File: config.mk
export PLATFORM = sky130hd
export DESIGN_NAME = rc4_stream_cipher_core
export DESIGN_NICKNAME = d
export VERILOG_FILES = /design/src/design/rc4_pkg.sv /design/src/design/rc4_dp.sv /design/src/design/rc4_ctrl.sv /design/src/design/rc4_stream_cipher_core.sv
export VERILOG_INCLUDE_DIRS = /design/src /design/src/design
export SDC_FILE = /design/constraint.sdc
export NUM_CORES = 2
export LEC_CHECK = 0
export BUFFER_PORTS_ARGS = -buffer_cell sky130_fd_sc_hd__clkbuf_2
export CAP_MARGIN = 20
export CORE_MARGIN = 2
export CORE_UTILIZATION = 60
export DETAILED_ROUTE_END_ITERATION = 8
export PLACE_DENSITY = 0.76
export SLEW_MARGIN = 30
export SYNTH_ARGS = -nofsm -noshare
export SYNTH_HDL_FRONTEND = slang
export SYNTH_SLANG_ARGS = --single-unit
export TNS_END_PERCENT = 30
File: constraint.sdc
create_clock -name i_clk -period 35.4 [get_ports i_clk]
set_clock_uncertainty 0.15 [all_clocks]
set_input_delay 0 -clock i_clk [delete_from_list [all_inputs] [get_ports i_clk]]
set_output_delay 0 -clock i_clk [all_outputs]
set_load 0.005 [all_outputs]
File: src/design/assert_macros.svh
// ----------------------------------------------------------------------------
// assert_macros.svh
// Concurrent assertion macros shared by the RC4 core. Each macro takes a
// label, clock, active-low reset, antecedent, consequent and message.
// ----------------------------------------------------------------------------
`ifndef ASSERT_MACROS_SVH
`define ASSERT_MACROS_SVH

`ifndef NO_ASSERTIONS

// Same-cycle implication.
`define ASSERT_IMPL(lbl, clk, rstn, ante, cons, msg) \
    lbl: assert property (@(posedge clk) disable iff (!(rstn)) (ante) |-> (cons)) \
        else $error(msg);

// Next-cycle implication.
`define ASSERT_NEXT(lbl, clk, rstn, ante, cons, msg) \
    lbl: assert property (@(posedge clk) disable iff (!(rstn)) (ante) |=> (cons)) \
        else $error(msg);

`else

`define ASSERT_IMPL(lbl, clk, rstn, ante, cons, msg)
`define ASSERT_NEXT(lbl, clk, rstn, ante, cons, msg)

`endif

`endif

File: src/design/rc4_pkg.sv
// ----------------------------------------------------------------------------
// rc4_pkg
// Shared constants and controller/datapath interface types for the RC4 core.
// ----------------------------------------------------------------------------
package rc4_pkg;

    localparam int BYTE_W      = 8;
    localparam int SBOX_DEPTH  = 256;
    localparam int KEY_MAX_DEF = 256;

    localparam logic [BYTE_W-1:0] SBOX_LAST = BYTE_W'(SBOX_DEPTH - 1);

    // Item command codes
    localparam logic CMD_KEY  = 1'b0;
    localparam logic CMD_DATA = 1'b1;

    // Controller to datapath
    typedef struct packed {
        logic init_wr;    // identity sweep write
        logic issue;      // read S[i+1] and key byte, advance i
        logic phase_j;    // capture S[i], update j, read S[j]
        logic phase_sw;   // write S[i] = S[j], read S[t]
        logic fin_wr;     // write S[j] = old S[i]
        logic out_load;   // load result register
        logic data_load;  // capture data byte
        logic key_wr;     // store key byte
        logic ksa;        // key schedule mode: add key byte into j
        logic ksa_start;  // latch key length, preset indices for schedule
        logic ksa_done;   // clear indices, mark keyed
    } t_dp_cmd;

    // Datapath to controller
    typedef struct packed {
        logic cnt_last;   // sweep at last entry
        logic i_last;     // schedule index at last entry
        logic out_valid;  // result register holds a result
    } t_dp_sts;

endpackage

File: src/design/rc4_dp.sv
// ----------------------------------------------------------------------------
// rc4_dp
// RC4 datapath: S box memory with one write and one registered read port,
// key store memory, stream indices, key counter and result register.
// ----------------------------------------------------------------------------
module rc4_dp #(
    parameter int KEY_MAX = rc4_pkg::KEY_MAX_DEF
) (
    input  logic                         i_clk,
    input  logic                         i_rst_n,
    input  rc4_pkg::t_dp_cmd             i_cmd,
    output rc4_pkg::t_dp_sts             o_sts,
    input  logic [rc4_pkg::BYTE_W-1:0]   i_key_byte,
    input  logic [rc4_pkg::BYTE_W-1:0]   i_data_byte,
    input  logic                         i_stall,
    output logic                         o_valid,
    output logic [rc4_pkg::BYTE_W-1:0]   o_out_byte,
    output logic                         o_keyed
);

    localparam int BW = rc4_pkg::BYTE_W;
    localparam int CW = $clog2(KEY_MAX + 1);
    localparam int KW = (KEY_MAX > 1) ? $clog2(KEY_MAX) : 1;

    logic [BW-1:0] r_sbox [rc4_pkg::SBOX_DEPTH];
    logic [BW-1:0] r_kmem [KEY_MAX];

    logic [BW-1:0] r_i;
    logic [BW-1:0] r_j;
    logic [BW-1:0] r_cnt;
    logic [BW-1:0] r_a;
    logic [BW-1:0] r_t;
    logic [BW-1:0] r_sq;
    logic          r_fwd;
    logic [BW-1:0] r_fwd_val;
    logic [BW-1:0] r_key_q;
    logic [BW-1:0] r_data;
    logic [CW-1:0] r_kcnt;
    logic [CW-1:0] r_klen;
    logic [KW-1:0] r_kidx;
    logic          r_keyed;
    logic          r_ov;
    logic [BW-1:0] r_out;
    logic          r_out_keyed;

    logic [BW-1:0] rd;
    logic [BW-1:0] j1;
    logic [BW-1:0] t_sum;
    logic [BW-1:0] ks;
    logic          rd_en;
    logic [BW-1:0] raddr;
    logic          we;
    logic [BW-1:0] waddr;
    logic [BW-1:0] wdata;
    logic          key_room;
    logic [CW-1:0] n_kcnt;
    logic [KW-1:0] n_kidx;

    // Read data, with a same-cycle write to the read address forwarded
    assign rd    = r_fwd ? r_fwd_val : r_sq;
    assign j1    = r_j + rd + (i_cmd.ksa ? r_key_q : '0);
    assign t_sum = r_a + rd;
    // S[t] was read before S[j] got its new value
    assign ks    = (r_t == r_j) ? r_a : rd;

    assign key_room = (r_kcnt < CW'(KEY_MAX));
    assign n_kcnt   = key_room ? (r_kcnt + CW'(1)) : r_kcnt;
    assign n_kidx   = ((CW'(r_kidx) + CW'(1)) == r_klen) ? '0 : (r_kidx + KW'(1));

    always_comb begin
        rd_en = i_cmd.issue | i_cmd.phase_j | i_cmd.phase_sw;
        if (i_cmd.issue) begin
            raddr = r_i + BW'(1);
        end else if (i_cmd.phase_j) begin
            raddr = j1;
        end else begin
            raddr = t_sum;
        end

        we = i_cmd.init_wr | i_cmd.phase_sw | i_cmd.fin_wr;
        if (i_cmd.init_wr) begin
            waddr = r_cnt;
            wdata = r_cnt;
        end else if (i_cmd.phase_sw) begin
            waddr = r_i;
            wdata = rd;
        end else begin
            waddr = r_j;
            wdata = r_a;
        end
    end

    // S box memory
    always_ff @(posedge i_clk) begin
        if (we) begin
            r_sbox[waddr] <= wdata;
        end
        if (rd_en) begin
            r_sq      <= r_sbox[raddr];
            r_fwd     <= we && (raddr == waddr);
            r_fwd_val <= wdata;
        end
    end

    // Key store memory
    always_ff @(posedge i_clk) begin
        if (i_cmd.key_wr && key_room) begin
            r_kmem[r_kcnt[KW-1:0]] <= i_key_byte;
        end
        if (i_cmd.issue) begin
            r_key_q <= r_kmem[r_kidx];
        end
    end

    // Payload registers
    always_ff @(posedge i_clk) begin
        if (i_cmd.phase_j) begin
            r_a <= rd;
        end
        if (i_cmd.phase_sw) begin
            r_t <= t_sum;
        end
        if (i_cmd.data_load) begin
            r_data <= i_data_byte;
        end
        if (i_cmd.ksa_start) begin
            r_klen <= n_kcnt;
            r_kidx <= '0;
        end else if (i_cmd.issue && i_cmd.ksa) begin
            r_kidx <= n_kidx;
        end
        if (i_cmd.out_load) begin
            r_out       <= r_data ^ ks;
            r_out_keyed <= r_keyed;
        end
    end

    // Control registers
    always_ff @(posedge i_clk) begin
        if (!i_rst_n) begin
            r_i     <= '0;
            r_j     <= '0;
            r_cnt   <= '0;
            r_kcnt  <= '0;
            r_keyed <= 1'b0;
            r_ov    <= 1'b0;
        end else begin
            if (i_cmd.init_wr) begin
                r_cnt <= r_cnt + BW'(1);
            end

            if (i_cmd.ksa_start) begin
                r_i <= rc4_pkg::SBOX_LAST;
            end else if (i_cmd.ksa_done) begin
                r_i <= '0;
            end else if (i_cmd.issue) begin
                r_i <= r_i + BW'(1);
            end

            if (i_cmd.ksa_start || i_cmd.ksa_done) begin
                r_j <= '0;
            end else if (i_cmd.phase_j) begin
                r_j <= j1;
            end

            if (i_cmd.key_wr) begin
                r_kcnt <= i_cmd.ksa_start ? '0 : n_kcnt;
            end

            if (i_cmd.ksa_done) begin
                r_keyed <= 1'b1;
            end

            if (i_cmd.out_load) begin
                r_ov <= 1'b1;
            end else if (!i_stall) begin
                r_ov <= 1'b0;
            end
        end
    end

    assign o_sts.cnt_last  = (r_cnt == rc4_pkg::SBOX_LAST);
    assign o_sts.i_last    = (r_i == rc4_pkg::SBOX_LAST);
    assign o_sts.out_valid = r_ov;

    assign o_valid    = r_ov;
    assign o_out_byte = r_out;
    assign o_keyed    = r_out_keyed;

endmodule

File: src/design/rc4_ctrl.sv
// ----------------------------------------------------------------------------
// rc4_ctrl
// RC4 controller: identity sweep, key schedule steps, keystream steps and
// the input/output handshake.
// ----------------------------------------------------------------------------
module rc4_ctrl (
    input  logic             i_clk,
    input  logic             i_rst_n,
    input  logic             i_valid,
    output logic             o_stall,
    input  logic             i_command,
    input  logic             i_key_last,
    input  logic             i_out_stall,
    input  rc4_pkg::t_dp_sts i_sts,
    output rc4_pkg::t_dp_cmd o_cmd
);

    localparam logic [2:0] ST_INIT   = 3'd0;
    localparam logic [2:0] ST_IDLE   = 3'd1;
    localparam logic [2:0] ST_KSA_RD = 3'd2;
    localparam logic [2:0] ST_J      = 3'd3;
    localparam logic [2:0] ST_SW     = 3'd4;
    localparam logic [2:0] ST_FIN    = 3'd5;

    logic [2:0] r_state;
    logic [2:0] n_state;
    logic       r_ksa;
    logic       n_ksa;
    logic       r_to_ksa;
    logic       n_to_ksa;
    logic       accept_ok;
    logic       out_free;

    assign out_free = !i_sts.out_valid || !i_out_stall;

    always_comb begin
        n_state   = r_state;
        n_ksa     = r_ksa;
        n_to_ksa  = r_to_ksa;
        o_cmd     = '0;
        accept_ok = 1'b0;

        unique case (r_state)
            ST_INIT: begin
                o_cmd.init_wr = 1'b1;
                if (i_sts.cnt_last) begin
                    n_state  = r_to_ksa ? ST_KSA_RD : ST_IDLE;
                    n_to_ksa = 1'b0;
                end
            end
            ST_IDLE: begin
                accept_ok = 1'b1;
            end
            ST_KSA_RD: begin
                o_cmd.issue = 1'b1;
                o_cmd.ksa   = 1'b1;
                n_state     = ST_J;
            end
            ST_J: begin
                o_cmd.phase_j = 1'b1;
                o_cmd.ksa     = r_ksa;
                n_state       = ST_SW;
            end
            ST_SW: begin
                o_cmd.phase_sw = 1'b1;
                n_state        = ST_FIN;
            end
            ST_FIN: begin
                o_cmd.fin_wr = 1'b1;
                if (r_ksa) begin
                    o_cmd.ksa = 1'b1;
                    if (i_sts.i_last) begin
                        o_cmd.ksa_done = 1'b1;
                        n_ksa          = 1'b0;
                        n_state        = ST_IDLE;
                    end else begin
                        o_cmd.issue = 1'b1;
                        n_state     = ST_J;
                    end
                end else if (out_free) begin
                    // hold in this state until the result register frees up
                    o_cmd.out_load = 1'b1;
                    n_state        = ST_IDLE;
                    accept_ok      = 1'b1;
                end
            end
            default: begin
                n_state = ST_INIT;
            end
        endcase

        if (accept_ok && i_valid) begin
            if (i_command == rc4_pkg::CMD_DATA) begin
                o_cmd.issue     = 1'b1;
                o_cmd.data_load = 1'b1;
                n_ksa           = 1'b0;
                n_state         = ST_J;
            end else begin
                o_cmd.key_wr = 1'b1;
                if (i_key_last) begin
                    o_cmd.ksa_start = 1'b1;
                    n_ksa           = 1'b1;
                    n_to_ksa        = 1'b1;
                    n_state         = ST_INIT;
                end
            end
        end
    end

    assign o_stall = !accept_ok;

    always_ff @(posedge i_clk) begin
        if (!i_rst_n) begin
            r_state  <= ST_INIT;
            r_ksa    <= 1'b0;
            r_to_ksa <= 1'b0;
        end else begin
            r_state  <= n_state;
            r_ksa    <= n_ksa;
            r_to_ksa <= n_to_ksa;
        end
    end

endmodule

File: src/design/rc4_stream_cipher_core.sv
// ----------------------------------------------------------------------------
// rc4_stream_cipher_core
// Data item: the transfer reads S[i+1]; states J, SW and FIN run the S box
// read/swap/read sequence, the result is registered in FIN and the next item
// is taken on that same edge; FIN holds while the result waits on a stall.
// Key byte: stored. Last key byte: identity sweep, setup state, 256 swap steps
// (J, SW, FIN), no input taken. Reset: synchronous, identity sweep first.
// ----------------------------------------------------------------------------
`include "assert_macros.svh"

module rc4_stream_cipher_core #(
    parameter int KEY_MAX = rc4_pkg::KEY_MAX_DEF
) (
    input  logic                       i_clk,
    input  logic                       i_rst_n,
    input  logic                       i_valid,
    output logic                       o_stall,
    input  logic                       i_command,
    input  logic [rc4_pkg::BYTE_W-1:0] i_key_byte,
    input  logic                       i_key_last,
    input  logic [rc4_pkg::BYTE_W-1:0] i_data_byte,
    output logic                       o_valid,
    input  logic                       i_stall,
    output logic [rc4_pkg::BYTE_W-1:0] o_out_byte,
    output logic                       o_keyed
);

    rc4_pkg::t_dp_cmd cmd;
    rc4_pkg::t_dp_sts sts;

    rc4_ctrl u_ctrl (
        .i_clk       (i_clk),
        .i_rst_n     (i_rst_n),
        .i_valid     (i_valid),
        .o_stall     (o_stall),
        .i_command   (i_command),
        .i_key_last  (i_key_last),
        .i_out_stall (i_stall),
        .i_sts       (sts),
        .o_cmd       (cmd)
    );

    rc4_dp #(
        .KEY_MAX (KEY_MAX)
    ) u_dp (
        .i_clk       (i_clk),
        .i_rst_n     (i_rst_n),
        .i_cmd       (cmd),
        .o_sts       (sts),
        .i_key_byte  (i_key_byte),
        .i_data_byte (i_data_byte),
        .i_stall     (i_stall),
        .o_valid     (o_valid),
        .o_out_byte  (o_out_byte),
        .o_keyed     (o_keyed)
    );

    // Result register is never overwritten while it still waits
    `ASSERT_IMPL(a_out_no_overwrite, i_clk, i_rst_n, cmd.out_load, !o_valid || !i_stall, "result overwritten while stalled")

    // A data transfer starts the keystream step on the next cycle
    `ASSERT_NEXT(a_data_step, i_clk, i_rst_n, i_valid && !o_stall && (i_command == rc4_pkg::CMD_DATA), cmd.phase_j, "data transfer did not start a step")

    // S box phases never overlap
    `ASSERT_IMPL(a_phase_excl, i_clk, i_rst_n, 1'b1, $onehot0({cmd.init_wr, cmd.issue, cmd.phase_j, cmd.phase_sw}), "overlapping S box phases")

    // No transfer during the identity sweep
    `ASSERT_IMPL(a_sweep_stall, i_clk, i_rst_n, cmd.init_wr, o_stall, "input taken during S box sweep")

endmodule

==> metrics.md <==
| Metric | Value |
|---|---|
| Clock Power Share | `0.435` |
| Final hold vios | `0` |
| Synth Area in Compound Gates | `0.03414` |
| IO buf count | `32` |
| Post-CTS Resized | `0` |
| FP Rows | `192` |
| Syn avg cell area | `17.14 um^2` |
| Period utilization | `0.2226` |
| Syn Nets | `9704` |
| 1st-iter DRT viols | `13994` |
| Worst vdd ir | `0.06845 mV` |
| Min-delay worst type | `input port to flop` |
| Crit-path leading delay family | `buffers and inverters` |
| CP max stage delay | `0.81 ns` |
| Sw Pwr | `1.933 mW` |
| RSZ-0062 raised after global routing | `false` |
| Die ar. | `280000 um^2` |
| Mapped Cells | `9653` |
| Crit start category | `flop` |
| Final hold slack | `0.02435 ns` |
| Cell leakage power | `59.16 nW` |
| CP Max Fanout | `164` |
| Mux share of post-synthesis cell area | `0.1056` |
| Hold Buf Count CTS | `39` |
| Layout cell share with drive strength beyond 1 | `0.1498` |
| RR Endpoint | `u_dp.r_sq[3]` |
| Root buf cell | `clkbuf_16` |
| Setup crit end | `u_dp.r_sq[3]` |
| Clk sink count | `4211` |
| Post-Route WL | `421700 um` |
| Synth warn | `0` |
| Number of synthesized flops with an enable pin | `4163` |
| Worst reg2reg setup slack | `27.52 ns` |
| Outcome | `finished, final reports clean` |
| Vias in the first global route | `90343` |
| Clk Latency, worst-skew pair | `0.97 ns` |
| Synth cell types | `66` |
| Seq. cell area | `126000 um^2` |
| Worst path required time | `35.99 ns` |
| Clk slew on worst S/H paths | `0.07 ns` |
| # Max-Cap Violations | `0` |
| Drt first pass iters | `8` |
| Die Y | `529.1 um` |
| Initial Utilization | `0.6042` |
| Minimum clock period | `7.879 ns` |
| Sequential area share after synthesis | `0.7613` |
| RD Place Congestion | `0.9142` |
| P&R area growth vs syn | `10.38%` |
| Worst path cell trace | `o21ai_1 -> and2_4 -> nand3_2 -> dlygate4sd3_1 -> inv_1 -> nor3_4 -> a21o_4 -> buf_4 -> buf_12 -> mux2i_1 -> a32oi_1 -> a31oi_1 -> a2111oi_0 -> nor4b_2 -> a221oi_1 -> a32oi_1` |
| Filler cell count in the final layout | `16941` |
| Worst Setup End Kind | `flop` |
| Async S/R FF share, synth | `0` |
| Synthesis-stage register bit count | `4211` |
| FF-to-FF Start | `u_ctrl.r_state[2]` |
| Slew headroom | `0.2540` |
| FMAX | `126.9 MHz` |
| DR DRC count | `0` |
| Slew Limit Fails | `0` |
| Global Route Usage Sum | `0.2993` |
| Worst Tran Pin Value | `1.119 ns` |
| Post-layout net count | `9725` |
| Most used DFF post-synth | `edfxtp_1` |
| First-pass GRT wire length | `615100 um` |
| CP Class | `flop to flop` |
| Internal | `7.905 mW` |
| CTS buffer count | `401` |
| R2R cell count | `16` |
| CTS tree | `built` |
| Worst EP arrival | `8.47 ns` |
| DP HPWL | `232600 um` |
| Mapped Area | `165500 um^2` |
| Sw Ratio | `0.1965` |
| Bufs and invs on worst path | `4` |
| Post-Synth Adder-Cell Area | `0.002601` |
| Synth Area in Simple Gates | `0.07518` |
| P per Cell Area | `53.87 nW/um^2` |
| Most frequent CP cell | `a32oi_1` |
| Vias per cell | `6.765` |
| Longest Clk Path Bufs | `4` |
| Worst Setup SP | `u_ctrl.r_state[2]` |
| Setup_tns | `0 ns` |
| Crit path depth | `16` |
| DR WL/cell | `31.04 um` |
| Largest net degree at the start of global routing | `190` |
| Initial antenna violation count | `15` |
| H-tree levels | `5` |
| Final setup fails | `0` |
| Core footprint | `273900 um^2` |
| Combinational family with the most area after synthesis | `multiplexers` |
| Antenna Nets Post-Route | `0` |
| # IOs | `33` |
| Crit-path slowest cell | `buf_4` |
| Vias after detailed routing | `91908` |
| Gate power share | `0.009` |
| Post CTS Setup Buffer Count | `0` |
| Die width | `529.1 um` |
| Post-synthesis xor/xnor area fraction | `0.003970` |
| Grt total ovfl | `0` |
| Multi-input logic area | `36970 um^2` |
| Share of power burned in registers | `0.555` |
area by class of cell:
type                            count  area share
Tap cell                         3589     0.02459
Timing Repair Buffer              219     0.01162
Inverter                           32   0.0006713
Clock inverter                    232     0.01289
Multi-Input combinational cell   4809      0.2024
Antenna cell                        6  0.00008221
Sequential cell                  4211      0.6898
Clock buffer                      488     0.05793
cell usage after synthesis, types with 48 or more instances:
| master | count | share of area |
|---|---|---|
| a32oi_1 | 267 | 0.014 |
| a31oi_1 | 190 | 0.0072 |
| mux4_2 | 669 | 0.091 |
| a21oi_1 | 170 | 0.0051 |
| mux2i_1 | 223 | 0.013 |
| nand3_1 | 522 | 0.016 |
| edfxtp_1 | 4163 | 0.76 |
| nor2_1 | 575 | 0.013 |
| xnor2_1 | 51 | 0.0027 |
| dfxtp_1 | 48 | 0.0058 |
| buf_2 | 173 | 0.0052 |
| buf_1 | 111 | 0.0025 |
| clkbuf_1 | 263 | 0.0060 |
| nand2_1 | 1715 | 0.039 |
worst reg2reg max path, stage by stage, from the launching register on:
cell           delay (ns)
dfxtp_2              0.72
o21ai_1              0.15
and2_4               0.21
nand3_2              0.07
dlygate4sd3_1        0.61
inv_1                0.32
nor3_4               0.74
a21o_4               0.54
buf_4                0.81
buf_12               0.59
mux2i_1              0.50
a32oi_1              0.22
a31oi_1              0.14
a2111oi_0            0.81
nor4b_2              0.69
a221oi_1             0.20
a32oi_1              0.21
layout by cell type, fill, tap and decap left out, drive strengths merged, types with 51 or more instances in the layout:
cell | netlist | layout
a21oi | 172 | 172
a31oi | 190 | 190
a32oi | 267 | 267
buf | 338 | 148
clkbuf | 263 | 519
clkinv | 0 | 172
edfxtp | 4163 | 4163
mux2i | 225 | 225
mux4 | 669 | 669
nand2 | 1715 | 1715
nand3 | 523 | 523
nor2 | 575 | 575
o21ai | 53 | 53
xnor2 | 51 | 51
worst min path at each step:
| stage | start | end | slack [ns] | cells past startpoint |
|---|---|---|---|---|
| after floorplan | i_data_byte[0] | u_dp.r_data[0] | -0.05 | 0 |
| after global placement | i_data_byte[4] | u_dp.r_data[4] | 0.03 | 1 |
| after detailed placement | i_data_byte[0] | u_dp.r_data[0] | 0.03 | 1 |
| after CTS | i_key_byte[0] | u_dp.r_kmem[57][0] | 0.003 | 2 |
| after global routing | i_key_byte[0] | u_dp.r_kmem[57][0] | 0.06 | 2 |
| final | i_key_byte[0] | u_dp.r_kmem[57][0] | 0.02 | 2 |
routing by layer:
layer | GRT usage | wire length (um) | share of wire | vias to the layer above
li1 | - | - | - | 37751
met5 | 0 | 103 | 0.00024 | -
met2 | 0.4735 | 203500 | 0.48 | 6302
met4 | 0.1409 | 22240 | 0.053 | 16
met3 | 0.05324 | 44750 | 0.11 | 1022
met1 | 0.4098 | 151100 | 0.36 | 46817
kinds of logic (layout without fill, tap and decap cells):
logic type,after synthesis,count (layout)
buffers and inverters,633,971
AOI/OAI and AO/OA,800,800
DFF,4211,4211
muxes,907,907
other,0,6
adders and majority gates,29,29
xor gates and xnor gates,75,75
and+or+nand+nor,2998,2998
through the flow:
stage	worst slack, ns	util	instance area [um^2]	total power, mW	cells
after global routing	27.14	0.6669	182600	10.03	13583
final	27.52	0.6669	182600	9.839	13586
after global placement	26.82	0.6166	168900	5.648	12809
after CTS	27.10	0.6657	182300	9.845	13570
after floorplan	21.52	-	165500	5.604	9653
after detailed placement	27.34	0.6170	169000	5.654	12811
power by group through the flow:
stage,combinational (mW),clock [mW],sequential (mW)
6_report,0.0918,4.28,5.46
5_1_grt,0.0966,4.47,5.46
4_1_cts,0.0882,4.29,5.46
3_5_place_dp,0.0845,0,5.57
3_3_place_gp,0.0784,0,5.57
2_1_floorplan,0.0181,0,5.59
sequential cells by signal, indices dropped and copies added (netlist names), 3 cells and up:
register / count
u_dp.r_fwd_val: 8
u_dp.r_kmem: 2048
u_dp.r_t: 8
u_dp.r_cnt: 8
u_dp.r_data: 8
u_dp.r_klen: 9
u_dp.r_j: 8
u_dp.o_out_byte: 8
u_dp.r_a: 8
u_dp.r_kidx: 8
u_dp.r_key_q: 8
u_dp.r_i: 8
u_dp.r_sbox: 2048
u_dp.r_sq: 8
u_dp.r_kcnt: 9
u_ctrl.r_state: 3
(Power assumes the default switching activity.)
